==> src/design/tjts_pkg.sv <==
// ----------------------------------------------------------------------------
// tjts_pkg: shared types and constants for the timed job table scheduler
// Register indexes, result codes, sequencer states and divider request/response layouts.
// ----------------------------------------------------------------------------
package tjts_pkg;

    localparam int SLOTS    = 8;
    localparam int SLOT_W   = (SLOTS > 1) ? $clog2(SLOTS) : 1;
    localparam int IN_W     = 144;
    localparam int OUT_W    = 112;
    localparam int CFG_IDX_W = 2;
    localparam int CFG_DAT_W = 16;

    localparam logic [CFG_IDX_W-1:0] REG_TICKS     = 2'd0;
    localparam logic [CFG_IDX_W-1:0] REG_PRESCALER = 2'd1;
    localparam logic [CFG_IDX_W-1:0] REG_TOP       = 2'd2;
    localparam logic [CFG_IDX_W-1:0] REG_THRESH    = 2'd3;

    localparam logic [1:0] RK_FIRED    = 2'd0;
    localparam logic [1:0] RK_DIRECT   = 2'd1;
    localparam logic [1:0] RK_WAKE     = 2'd2;
    localparam logic [1:0] RK_ACCEPTED = 2'd3;

    typedef enum logic [2:0] {
        ST_IDLE,
        ST_SCAN,
        ST_EMIT,
        ST_DIV,
        ST_MOD,
        ST_OUT
    } t_state;

    typedef struct packed {
        logic        start;
        logic [41:0] dividend;
        logic [10:0] divisor;
        logic        mod;
    } t_div_req;

    typedef struct packed {
        logic        done;
        logic [41:0] quot;
        logic [15:0] rem;
    } t_div_rsp;

endpackage

==> src/design/timed_job_table_scheduler_unit.sv <==
// ----------------------------------------------------------------------------
// timed_job_table_scheduler_unit: timed job table with tick scan
// Slot table, one shared subtract/compare pass per slot and a shared divider.
// ----------------------------------------------------------------------------
// Input items on s_axis: tuser is kind (0 schedule, 1 tick). Each schedule
// item gives one result (direct run, accepted, or exhausted direct run).
// Each tick item walks the slots from highest to lowest, one slot per cycle
// while m_axis does not stall, with an emit step per due job giving a fired
// result, then one wake summary with tlast. Results leave on m_axis from an
// output register; tuser is result_kind. A schedule result is valid the cycle
// after the item is taken. If jobs remain, the divider does the tick conversion
// and, with a nonzero timer_top, the modulo; then the summary is loaded. One
// item is worked on at a time; s_axis_tready is low until the last result of
// the item is taken. A stall on m_axis holds the result and the scan, emit and
// summary steps. Reset clears slot valid bits and loads register defaults:
// ticks_per_us 16, prescaler 64, timer_top 65535, direct_threshold 1000.
// Config writes go through i_cfg_we / i_cfg_idx / i_cfg_data; the user must
// make them only while idle, as the block does not enforce it.
// ----------------------------------------------------------------------------
module timed_job_table_scheduler_unit (
    input  logic                              i_clk,
    input  logic                              i_rst_n,
    input  logic                              i_cfg_we,
    input  logic [tjts_pkg::CFG_IDX_W-1:0]    i_cfg_idx,
    input  logic [tjts_pkg::CFG_DAT_W-1:0]    i_cfg_data,
    input  logic                              s_axis_tvalid,
    output logic                              s_axis_tready,
    // handler[7:0], tag[23:8], start_time[55:24], delay_us[87:56],
    // now_us[119:88], timer_count[135:120], zero pad
    input  logic [tjts_pkg::IN_W-1:0]         s_axis_tdata,
    // kind
    input  logic                              s_axis_tuser,
    output logic                              m_axis_tvalid,
    input  logic                              m_axis_tready,
    // out_handler[7:0], out_tag[23:8], due_time[55:24], overshoot_us[87:56],
    // exhausted[88], wake_pending[89], compare_value[105:90], zero pad
    output logic [tjts_pkg::OUT_W-1:0]        m_axis_tdata,
    // result_kind
    output logic [1:0]                        m_axis_tuser,
    output logic                              m_axis_tlast
);
    import tjts_pkg::*;

    logic [7:0]  r_ticks;
    logic [10:0] r_presc;
    logic [15:0] r_top;
    logic [15:0] r_thresh;

    logic [SLOTS-1:0] r_used, n_used;
    logic [7:0]  r_sh [SLOTS];
    logic [15:0] r_stag [SLOTS];
    logic [31:0] r_sstart [SLOTS];
    logic [31:0] r_sdelay [SLOTS];

    t_state r_state, n_state;
    logic [SLOT_W-1:0] r_idx, n_idx;
    logic        r_have, n_have;
    logic [31:0] r_low, n_low;
    logic [31:0] r_now;
    logic [15:0] r_cnt;

    logic              r_ov, n_ov;
    logic [1:0]        r_rk, n_rk;
    logic [OUT_W-1:0]  r_od, n_od;
    logic              r_ol, n_ol;

    logic              w_wr;
    logic [SLOT_W-1:0] w_free;
    logic              w_has_free;
    logic [31:0]       w_el, w_rem, w_over;
    logic              w_due;
    logic [15:0]       w_capped, w_sum;
    logic              w_first;
    t_div_req          w_req;
    t_div_rsp          w_rsp;

    tjts_divider u_div (
        .i_clk   (i_clk),
        .i_rst_n (i_rst_n),
        .i_req   (w_req),
        .o_rsp   (w_rsp)
    );

    logic [7:0]  w_h;
    logic [15:0] w_t;
    logic [31:0] w_s, w_d;
    assign w_h = s_axis_tdata[7:0];
    assign w_t = s_axis_tdata[23:8];
    assign w_s = s_axis_tdata[55:24];
    assign w_d = s_axis_tdata[87:56];

    always_comb begin
        w_free = '0;
        w_has_free = 1'b0;
        for (int i = SLOTS - 1; i >= 0; i--) begin
            if (!r_used[i]) begin
                w_free = SLOT_W'(i);
                w_has_free = 1'b1;
            end
        end
    end

    assign s_axis_tready = (r_state == ST_IDLE) && !r_ov;
    assign w_el   = r_now - r_sstart[r_idx];
    assign w_due  = w_el >= r_sdelay[r_idx];
    assign w_rem  = r_sdelay[r_idx] - w_el;
    assign w_over = w_el - r_sdelay[r_idx];
    assign w_first = (r_idx == SLOT_W'(0));
    assign w_capped = (|w_rsp.quot[41:16] || w_rsp.quot[15:0] > r_top)
                      ? r_top : w_rsp.quot[15:0];
    assign w_sum = w_capped + r_cnt;

    always_comb begin
        n_state = r_state;
        case (r_state)
            ST_IDLE: if (s_axis_tvalid && s_axis_tready && s_axis_tuser)
                n_state = ST_SCAN;
            ST_SCAN: if (!r_ov || m_axis_tready) begin
                if (r_used[r_idx] && w_due) n_state = ST_EMIT;
                else if (w_first) n_state = (r_have || r_used[r_idx]) ? ST_DIV : ST_OUT;
            end
            ST_EMIT: n_state = (w_first) ? ((r_have) ? ST_DIV : ST_OUT) : ST_SCAN;
            ST_DIV:  if (w_rsp.done) n_state = (r_top != 16'd0) ? ST_MOD : ST_OUT;
            ST_MOD:  if (w_rsp.done) n_state = ST_OUT;
            ST_OUT:  if (!r_ov || m_axis_tready) n_state = ST_IDLE;
            default: n_state = ST_IDLE;
        endcase
    end

    always_comb begin
        n_idx  = r_idx;
        n_have = r_have;
        n_low  = r_low;
        n_used = r_used;
        n_ov   = r_ov && !m_axis_tready;
        n_rk   = r_rk;
        n_od   = r_od;
        n_ol   = r_ol;
        w_wr   = 1'b0;
        w_req  = '0;
        case (r_state)
            ST_IDLE: begin
                n_idx  = SLOT_W'(SLOTS - 1);
                n_have = 1'b0;
                if (s_axis_tvalid && s_axis_tready && !s_axis_tuser) begin
                    n_ov = 1'b1;
                    n_ol = 1'b1;
                    n_od = '0;
                    n_od[55:0] = {w_s + w_d, w_t, w_h};
                    if (w_d < {16'd0, r_thresh}) begin
                        n_rk = RK_DIRECT;
                    end else if (w_has_free) begin
                        n_rk = RK_ACCEPTED;
                        w_wr = 1'b1;
                        n_used[w_free] = 1'b1;
                    end else begin
                        n_rk = RK_DIRECT;
                        n_od[88] = 1'b1;
                    end
                end
            end
            ST_SCAN: if (!r_ov || m_axis_tready) begin
                if (r_used[r_idx] && !w_due && (!r_have || w_rem < r_low)) begin
                    n_low  = w_rem;
                    n_have = 1'b1;
                end
                if (!(r_used[r_idx] && w_due) && !w_first) n_idx = r_idx - SLOT_W'(1);
                if (w_first && !(r_used[r_idx] && w_due) &&
                    (r_have || r_used[r_idx])) begin
                    w_req.start = 1'b1;
                    w_req.dividend = 42'((r_used[r_idx] && (!r_have || w_rem < r_low))
                                         ? w_rem : r_low) * 42'(r_ticks);
                    w_req.divisor = (r_presc == 11'd0) ? 11'd1 : r_presc;
                end
            end
            ST_EMIT: if (!r_ov || m_axis_tready) begin
                n_used[r_idx] = 1'b0;
                n_ov = 1'b1;
                n_ol = 1'b0;
                n_rk = RK_FIRED;
                n_od = '0;
                n_od[87:0] = {w_over, r_sstart[r_idx] + r_sdelay[r_idx],
                              r_stag[r_idx], r_sh[r_idx]};
                if (!w_first) n_idx = r_idx - SLOT_W'(1);
                if (w_first && r_have) begin
                    w_req.start = 1'b1;
                    w_req.dividend = 42'(r_low) * 42'(r_ticks);
                    w_req.divisor = (r_presc == 11'd0) ? 11'd1 : r_presc;
                end
            end
            ST_DIV: if (w_rsp.done) begin
                n_low = {16'd0, w_sum};
                if (r_top != 16'd0) begin
                    w_req.start = 1'b1;
                    w_req.mod = 1'b1;
                    w_req.dividend = {r_top, 10'd0, w_sum};
                end
            end
            ST_MOD: if (w_rsp.done) n_low = {16'd0, w_rsp.rem};
            ST_OUT: if (!r_ov || m_axis_tready) begin
                n_ov = 1'b1;
                n_ol = 1'b1;
                n_rk = RK_WAKE;
                n_od = '0;
                n_od[89] = r_have;
                n_od[105:90] = r_have ? r_low[15:0] : 16'd0;
            end
            default: ;
        endcase
    end

    always_ff @(posedge i_clk) begin
        if (!i_rst_n) begin
            r_state  <= ST_IDLE;
            r_used   <= '0;
            r_ov     <= 1'b0;
            r_ticks  <= 8'd16;
            r_presc  <= 11'd64;
            r_top    <= 16'hFFFF;
            r_thresh <= 16'd1000;
        end else begin
            r_state <= n_state;
            r_used  <= n_used;
            r_ov    <= n_ov;
            if (i_cfg_we) begin
                case (i_cfg_idx)
                    REG_TICKS:     r_ticks  <= i_cfg_data[7:0];
                    REG_PRESCALER: r_presc  <= i_cfg_data[10:0];
                    REG_TOP:       r_top    <= i_cfg_data;
                    REG_THRESH:    r_thresh <= i_cfg_data;
                    default: ;
                endcase
            end
        end
        r_idx  <= n_idx;
        r_have <= n_have;
        r_low  <= n_low;
        r_rk   <= n_rk;
        r_od   <= n_od;
        r_ol   <= n_ol;
        if (s_axis_tvalid && s_axis_tready) begin
            r_now <= s_axis_tdata[119:88];
            r_cnt <= s_axis_tdata[135:120];
        end
        if (w_wr) begin
            r_sh[w_free]     <= w_h;
            r_stag[w_free]   <= w_t;
            r_sstart[w_free] <= w_s;
            r_sdelay[w_free] <= w_d;
        end
    end

    assign m_axis_tvalid = r_ov;
    assign m_axis_tdata  = r_od;
    assign m_axis_tuser  = r_rk;
    assign m_axis_tlast  = r_ol;
endmodule

==> src/design/tjts_divider.sv <==
// ----------------------------------------------------------------------------
// tjts_divider: shared restoring divider
// One quotient bit per cycle; serves the tick conversion and the modulo.
// ----------------------------------------------------------------------------
module tjts_divider (
    input  logic              i_clk,
    input  logic              i_rst_n,
    input  tjts_pkg::t_div_req i_req,
    output tjts_pkg::t_div_rsp o_rsp
);
    import tjts_pkg::*;

    logic [41:0] r_quot, n_quot;
    logic [16:0] r_rem, n_rem;
    logic [16:0] r_div, n_div;
    logic [5:0]  r_cnt, n_cnt;
    logic        r_busy, n_busy;
    logic        r_done, n_done;
    logic [17:0] w_sh;
    logic [17:0] w_sub;

    always_comb begin
        n_quot = r_quot;
        n_rem  = r_rem;
        n_div  = r_div;
        n_cnt  = r_cnt;
        n_busy = r_busy;
        n_done = 1'b0;
        w_sh   = {r_rem, r_quot[41]};
        w_sub  = w_sh - {1'b0, r_div};
        if (i_req.start) begin
            n_quot = i_req.mod ? {i_req.dividend[15:0], 26'd0} : i_req.dividend;
            n_rem  = '0;
            n_div  = i_req.mod ? {1'b0, i_req.dividend[41:26]}
                               : {6'd0, i_req.divisor};
            n_cnt  = i_req.mod ? 6'd16 : 6'd42;
            n_busy = 1'b1;
        end else if (r_busy) begin
            if (!w_sub[17]) begin
                n_rem  = w_sub[16:0];
                n_quot = {r_quot[40:0], 1'b1};
            end else begin
                n_rem  = w_sh[16:0];
                n_quot = {r_quot[40:0], 1'b0};
            end
            n_cnt = r_cnt - 6'd1;
            if (r_cnt == 6'd1) begin
                n_busy = 1'b0;
                n_done = 1'b1;
            end
        end
    end

    always_ff @(posedge i_clk) begin
        if (!i_rst_n) begin
            r_busy <= 1'b0;
            r_done <= 1'b0;
            r_cnt  <= '0;
        end else begin
            r_busy <= n_busy;
            r_done <= n_done;
            r_cnt  <= n_cnt;
        end
        r_quot <= n_quot;
        r_rem  <= n_rem;
        r_div  <= n_div;
    end

    assign o_rsp.done = r_done;
    assign o_rsp.quot = r_quot;
    assign o_rsp.rem  = r_rem[15:0];
endmodule
==> config.mk <==
export PLATFORM = sky130hd
export DESIGN_NAME = timed_job_table_scheduler_unit
export DESIGN_NICKNAME = d
export VERILOG_FILES = /design/src/design/tjts_pkg.sv /design/src/design/timed_job_table_scheduler_unit.sv /design/src/design/tjts_divider.sv
export SDC_FILE = /design/constraint.sdc
export NUM_CORES = 2
export LEC_CHECK = 0
export BUFFER_PORTS_ARGS = -buffer_cell sky130_fd_sc_hd__buf_2
export CORE_AREA = 4 4 572 433
export CTS_BUF_LIST = sky130_fd_sc_hd__clkbuf_8
export DETAILED_ROUTE_END_ITERATION = 8
export DIE_AREA = 0 0 576 437
export GPL_TIMING_DRIVEN = 0
export PLACE_DENSITY = 0.42
export SLEW_MARGIN = 20
export SYNTH_ARGS = -nofsm -noshare
export SYNTH_HDL_FRONTEND = slang
export SYNTH_HIERARCHICAL = 1
export SYNTH_SLANG_ARGS = --single-unit
==> constraint.sdc <==
create_clock -name i_clk -period 20 [get_ports i_clk]
set_input_delay 4 -clock i_clk [delete_from_list [all_inputs] [get_ports i_clk]]
set_output_delay 4 -clock i_clk [all_outputs]
set_load 0.05 [all_outputs]
Word-level counts from Yosys, hierarchy flattened
Memories as Yosys holds them, arrays and structs flattened. A register that Yosys moved wholly into a read port is not among the register bits.
Cells that the tools add are included.
- RAM bits: 704
- input port bits: 168
- ROM bits: 0
- register bits after elaboration: 346
- logic and storage cells: 231
- output and inout port bits: 117
- memories: 4
- latch bits: 0
- memories (memory ; words ; bits a word ; read ports ; clocked after memory_dff ; wr ports ; RTL line ; source):
    r_sdelay ; 8 ; 32 ; 1 ; 1 ; 1 ; timed_job_table_scheduler_unit.sv:53 ; logic [31:0] r_sdelay [SLOTS];
    r_sstart ; 8 ; 32 ; 1 ; 1 ; 1 ; timed_job_table_scheduler_unit.sv:52 ; logic [31:0] r_sstart [SLOTS];
    r_stag ; 8 ; 16 ; 1 ; 1 ; 1 ; timed_job_table_scheduler_unit.sv:51 ; logic [15:0] r_stag [SLOTS];
    r_sh ; 8 ; 8 ; 1 ; 1 ; 1 ; timed_job_table_scheduler_unit.sv:50 ; logic [7:0] r_sh [SLOTS];
- shift operators: 0
- muxes and demuxes: 109
- add/subtract/negate cells: 9
- reduce and logical (&&, ||, !) cells: 50
- order comparisons: 8
- divide/modulo/power cells: 0
- bitwise gates (word level): 5
- multipliers: 2
- eq/ne operators: 22
- operators by type and width (operator ; count):
    two-way mux 112 bit ; 3
    case mux 112 bit (3 select lines) ; 1
    two-way mux 54 bit ; 4
    two-way mux 32 bit ; 5
    case mux 43 bit (3 select lines) ; 1
    two-way mux 42 bit ; 3
    case mux 32 bit (3 select lines) ; 1
    subtractor 32 bit ; 3
    two-way mux 43 bit ; 2
    multiplier 32 x 8 -> 40 bit ; 2
    two-way mux 3 bit ; 26
    adder 32 bit ; 2
    two-way mux 1 bit ; 35
    greater-or-equal comparator 32 bit ; 1
    < comparator 32 x 16 -> 1 bit ; 1
    < comparator 32 bit ; 1
    two-way mux 16 bit ; 2
    two-way mux 8 bit ; 4
    OR reduction 26 bit ; 1
    two-way mux 11 bit ; 2
    case mux 11 bit (2 select lines) ; 1
    two-way mux 6 bit ; 3
    case mux 3 bit (6 select lines) ; 1
    subtractor 18 x 17 -> 18 bit ; 1
    other kinds (44) ; 99

Longest topological paths before layout
- depth in word-level cells: 17
- gate-level depth with buffers: 61
- gate-level depth less buffers: 53

Modules after synthesis
The synthesis kept the hierarchy.
- modules (own cells, without submodules) (module ; sequential area each (µm²) ; area each (µm²) ; instances ; cells an instance):
    timed_job_table_scheduler_unit ; 28257.1 ; 62653.8 ; 1 ; 5246
    tjts_divider ; 2242.2 ; 4809.6 ; 1 ; 510

Worst setup path after synthesis
Ideal clock, no wire load.
- path type: input to register
- start: in s_axis_tvalid
- end: reg r_od[0], in the netlist m_axis_tdata[0] (enable)
- setup time: 0.742 ns
- buffers on the path: 0
- data required time: 19.258 ns
- stages on the path: 4
- data arrival time: 13.739 ns
- slack: 5.519 ns
- cell sequence: and2_1 nor2b_1 a21oi_1 o32ai_1
- word-level cells in the longest chain between the ends: 4
- RTL lines (item ; RTL line ; source):
    from (decl) ; timed_job_table_scheduler_unit.sv:26 ; input logic s_axis_tvalid,
    logical AND 1 bit (2 in a row) ; timed_job_table_scheduler_unit.sv:145 ; if (s_axis_tvalid && s_axis_tready && !s_axis_tuser) begin
    != test 2 x 1 -> 1 bit (no source line) ; -- ;
    AND reduction 4 bit (no source line) ; -- ;
    to (signal assigned) ; timed_job_table_scheduler_unit.sv:239 ; r_od <= n_od;
    to (decl) ; timed_job_table_scheduler_unit.sv:64 ; logic [OUT_W-1:0] r_od, n_od;
Every way passes these cells.
A chain may end at the register's enable or synchronous reset.

==> flow_summary.ini <==
[synth]
synth-seq-cells = 1046
muxShareOfSynthArea_pct = 8.31
synth_ff_type = edfxtp_1
async_reset_ff_share_pct = 0
synth.avg_cell_area_um2 = 11.7
syn-instance-count = 5756
synth-edff-count = 955
synth-compound-area-share_pct = 10.8
yosys-top-cells-count = edfxtp_1 (955), inv_1 (563), nor2_1 (508)
yosys.area.top_type = edfxtp_1
yosysMostFrequentCell = edfxtp_1
synth_xor_area_share_pct = 3.05
synth_top_family_by_area = adder cells
synth_adder_area_share_pct = 17.8
yosys_warnings = 6
ys_seq_area_share_pct = 45.2
synth-simple-area-share_pct = 9.93
netlist_area_um2 = 67500
yosys.cell_types.count = 97
synth_area_leaders = edfxtp_1 (43%), fa_1 (11%), ha_1 (6.9%)
synth_top_area_share_pct = 42.5

[routing]
detail_route.wl_per_cell_um = 26.9
drc = 0
wl_met1_um = 129000
avgViaCountPerCell = 5.11
drtIter0Drc = 5637
top_layer_used = met5
firstDrtPassIters = 7
totalWireLength_um = 261000
vias = 49500
wl_met3_um = 26300
drt.antenna.violating_nets = 0
wl_met2_um = 101000

[power_and_ir_drop]
p_leak_nw = 30.6
ir_drop_mv = 0.129
powerDensity_nw_per_um2 = 157
fin_total_pwr_w = 0.0122

[floorplan]
coreArea_um2 = 242000
core.rowCount = 157
initial_core_util_pct = 27.8
die_h_um = 437
fp.dieW_um = 576
ioPinCount = 285
dieArea_um2 = 252000

[placement]
port_buffers = 270
hpwl_um = 206000
gp_congestion = 0.933

[clock_tree]
ctsResizeCount = 0
cts_made_buffers = 184
cts_setup_buffers = 0
path_clk_slew_ns = 0.07
cts_sinks = 1046
hold_buffers = 0
cts_max_level = 4
cts_tree = yes
clk_latency_ns = 0.95
cts_max_path_buffers = 4
cts_root_buf = clkbuf_8

[worst_hold_path]
min_to = r_thresh[1]
whs_path_depth = 2
hold_start = r_thresh[1]
hold_class = flip-flop to flip-flop

[layout]
final_core_util_pct = 32.1
drive_above_1_share_pct = 14.1
nets = 7187
area_delta_synth_final_pct = 15.4

[run]
drv_cap = 0

[worst_setup_path]
slowest_stage = o41ai_1
cp.buffers_inverters = 12
r2r_end = u_div/r_quot[38]
cp_common_cell = clkbuf_1
required_ns = 20.66
endpoint_kind = flip-flop
rr_worst_depth = 53
ff2ff_setup_slack_ns = 1.02
critPathMaxFanout = 10
cp_top_family = compound AO/OA/AOI/OAI gates
cp.arrival_ns = 19.64
slowest_delay_ns = 0.87
crit_path_start_kind = flip-flop
worstSetupPathType = flip-flop to flip-flop

[sta]
period_minus_slack_ns = 18.98
max_freq_mhz = 52.7
fin_worst_skew_ns = 0.131
rsz0062_at_grt = no
drv_slew = 0
setup_viol = 0
final-hold-violation-count = 0
post-route-period-util_pct = 94.9
worstMarginPinSlew_ns = 1.23
slew_headroom_pct = 17.2

[global_routing]
grt_overflow = 0
grt_usage_pct = 20.4
antenna_found_initial = 37
grt_pass1_wl_um = 371000
first_global_vias = 48600
grt_max_degree = 33

[status]
status = completed
[metrics by stage]
step	instance area (µm²)	hold slack, ns	setup WS [ns]	instances	TNS, ns
after floorplan	67500	0.443	5.52	5761	0
after global placement	72900	0.461	-6.12	9290	-658.38
after detailed placement	74400	0.461	0.532	9353	0
after CTS	77800	0.470	0.444	9672	0
after global routing	77800	0.494	0.182	9674	0
final	77800	0.465	1.02	9689	0
[registers in the layout, indices dropped and copies added, names as in the netlist, 16 cells and up, named ones only]
register and count:
r_cnt 16, u_div/r_rem 17, r_now 32, r_sdelay 256, m_axis_tdata 106, u_div/r_quot 42, r_thresh 16, r_low 32
r_top 16, r_stag 128, r_sh 64, r_sstart 256, u_div/r_div 16
[worst min-delay path: stages (launching register included)]
cell and delay [ns]:
dfxtp_1 0.31, nand2_1 0.05, a21boi_0 0.06
[layout by cell type, fill, tap and decap left out, types with 57 or more instances in the layout]
cell      netlist  layout
edfxtp_1      955     955
inv_1         563     618
nor2_1        508     498
nand2_1       455     455
ha_1          372     372
fa_1          367     367
buf_2          16     299
a21oi_1       272     272
o21ai_0       195     195
clkbuf_8        0     189
mux4_2        178     178
a21o_1        158     158
clkbuf_1      158     149
xnor2_1       130     126
mux2i_1       122     122
xor2_1        105     103
dfxtp_1        91      91
nand3_1        72      72
nor3_1         65      65
nor2b_1        63      63
and2_1         58      57
[area by class of cell]
cell class                      count  area, µm²
Antenna cell                       17       42.5
Buffer                            274       1200
Clock buffer                      189       2600
Clock inverter                    130        752
Fill cell                       24700     165000
Inverter                          568       2130
Multi-Input combinational cell   3873      33800
Sequential cell                  1046      30500
Tap cell                         3259       4080
Timing Repair Buffer              333       2680
[logic make-up (layout without fill, tap and decap cells)]
group | after synthesis | in the layout
AND/OR/NAND/NOR | 1461 | 1461
AO/OA/AOI/OAI | 1100 | 1100
flip-flops | 1046 | 1046
buffers and inverters | 842 | 1494
adder cells (fa/ha/maj) | 739 | 739
multiplexers | 332 | 332
XOR/XNOR | 235 | 235
other | 1 | 23
[worst max path at each step]
stage,cells after the start,end,slack (ns)
6_report,53,u_div/r_quot[38],1.02
5_1_grt,52,u_div/r_quot[39],0.18
4_1_cts,54,u_div/r_quot[39],0.44
3_5_place_dp,54,u_div/r_quot[39],0.53
3_3_place_gp,5,m_axis_tdata[91],-6.12
2_1_floorplan,4,m_axis_tdata[0],5.52
[report_power, final]
group	total, W	internal, W	switching (W)
sequential	0.00281	0.00266	0.000158
clock	0.00192	0.000967	0.000956
combinational	0.00746	0.00244	0.00502
total	0.0122	0.00606	0.00613
[routing by layer]
| layer | global-route usage [%] | up-vias |
|---|---|---|
| li1 | - | 21800 |
| met3 | 5.65 | 295 |
| met1 | 32.3 | 25300 |
| met2 | 27.0 | 2082 |
| met5 | 0 | - |
| met4 | 3.84 | 8 |
No activity file was read; power rests on OpenSTA's default activity.
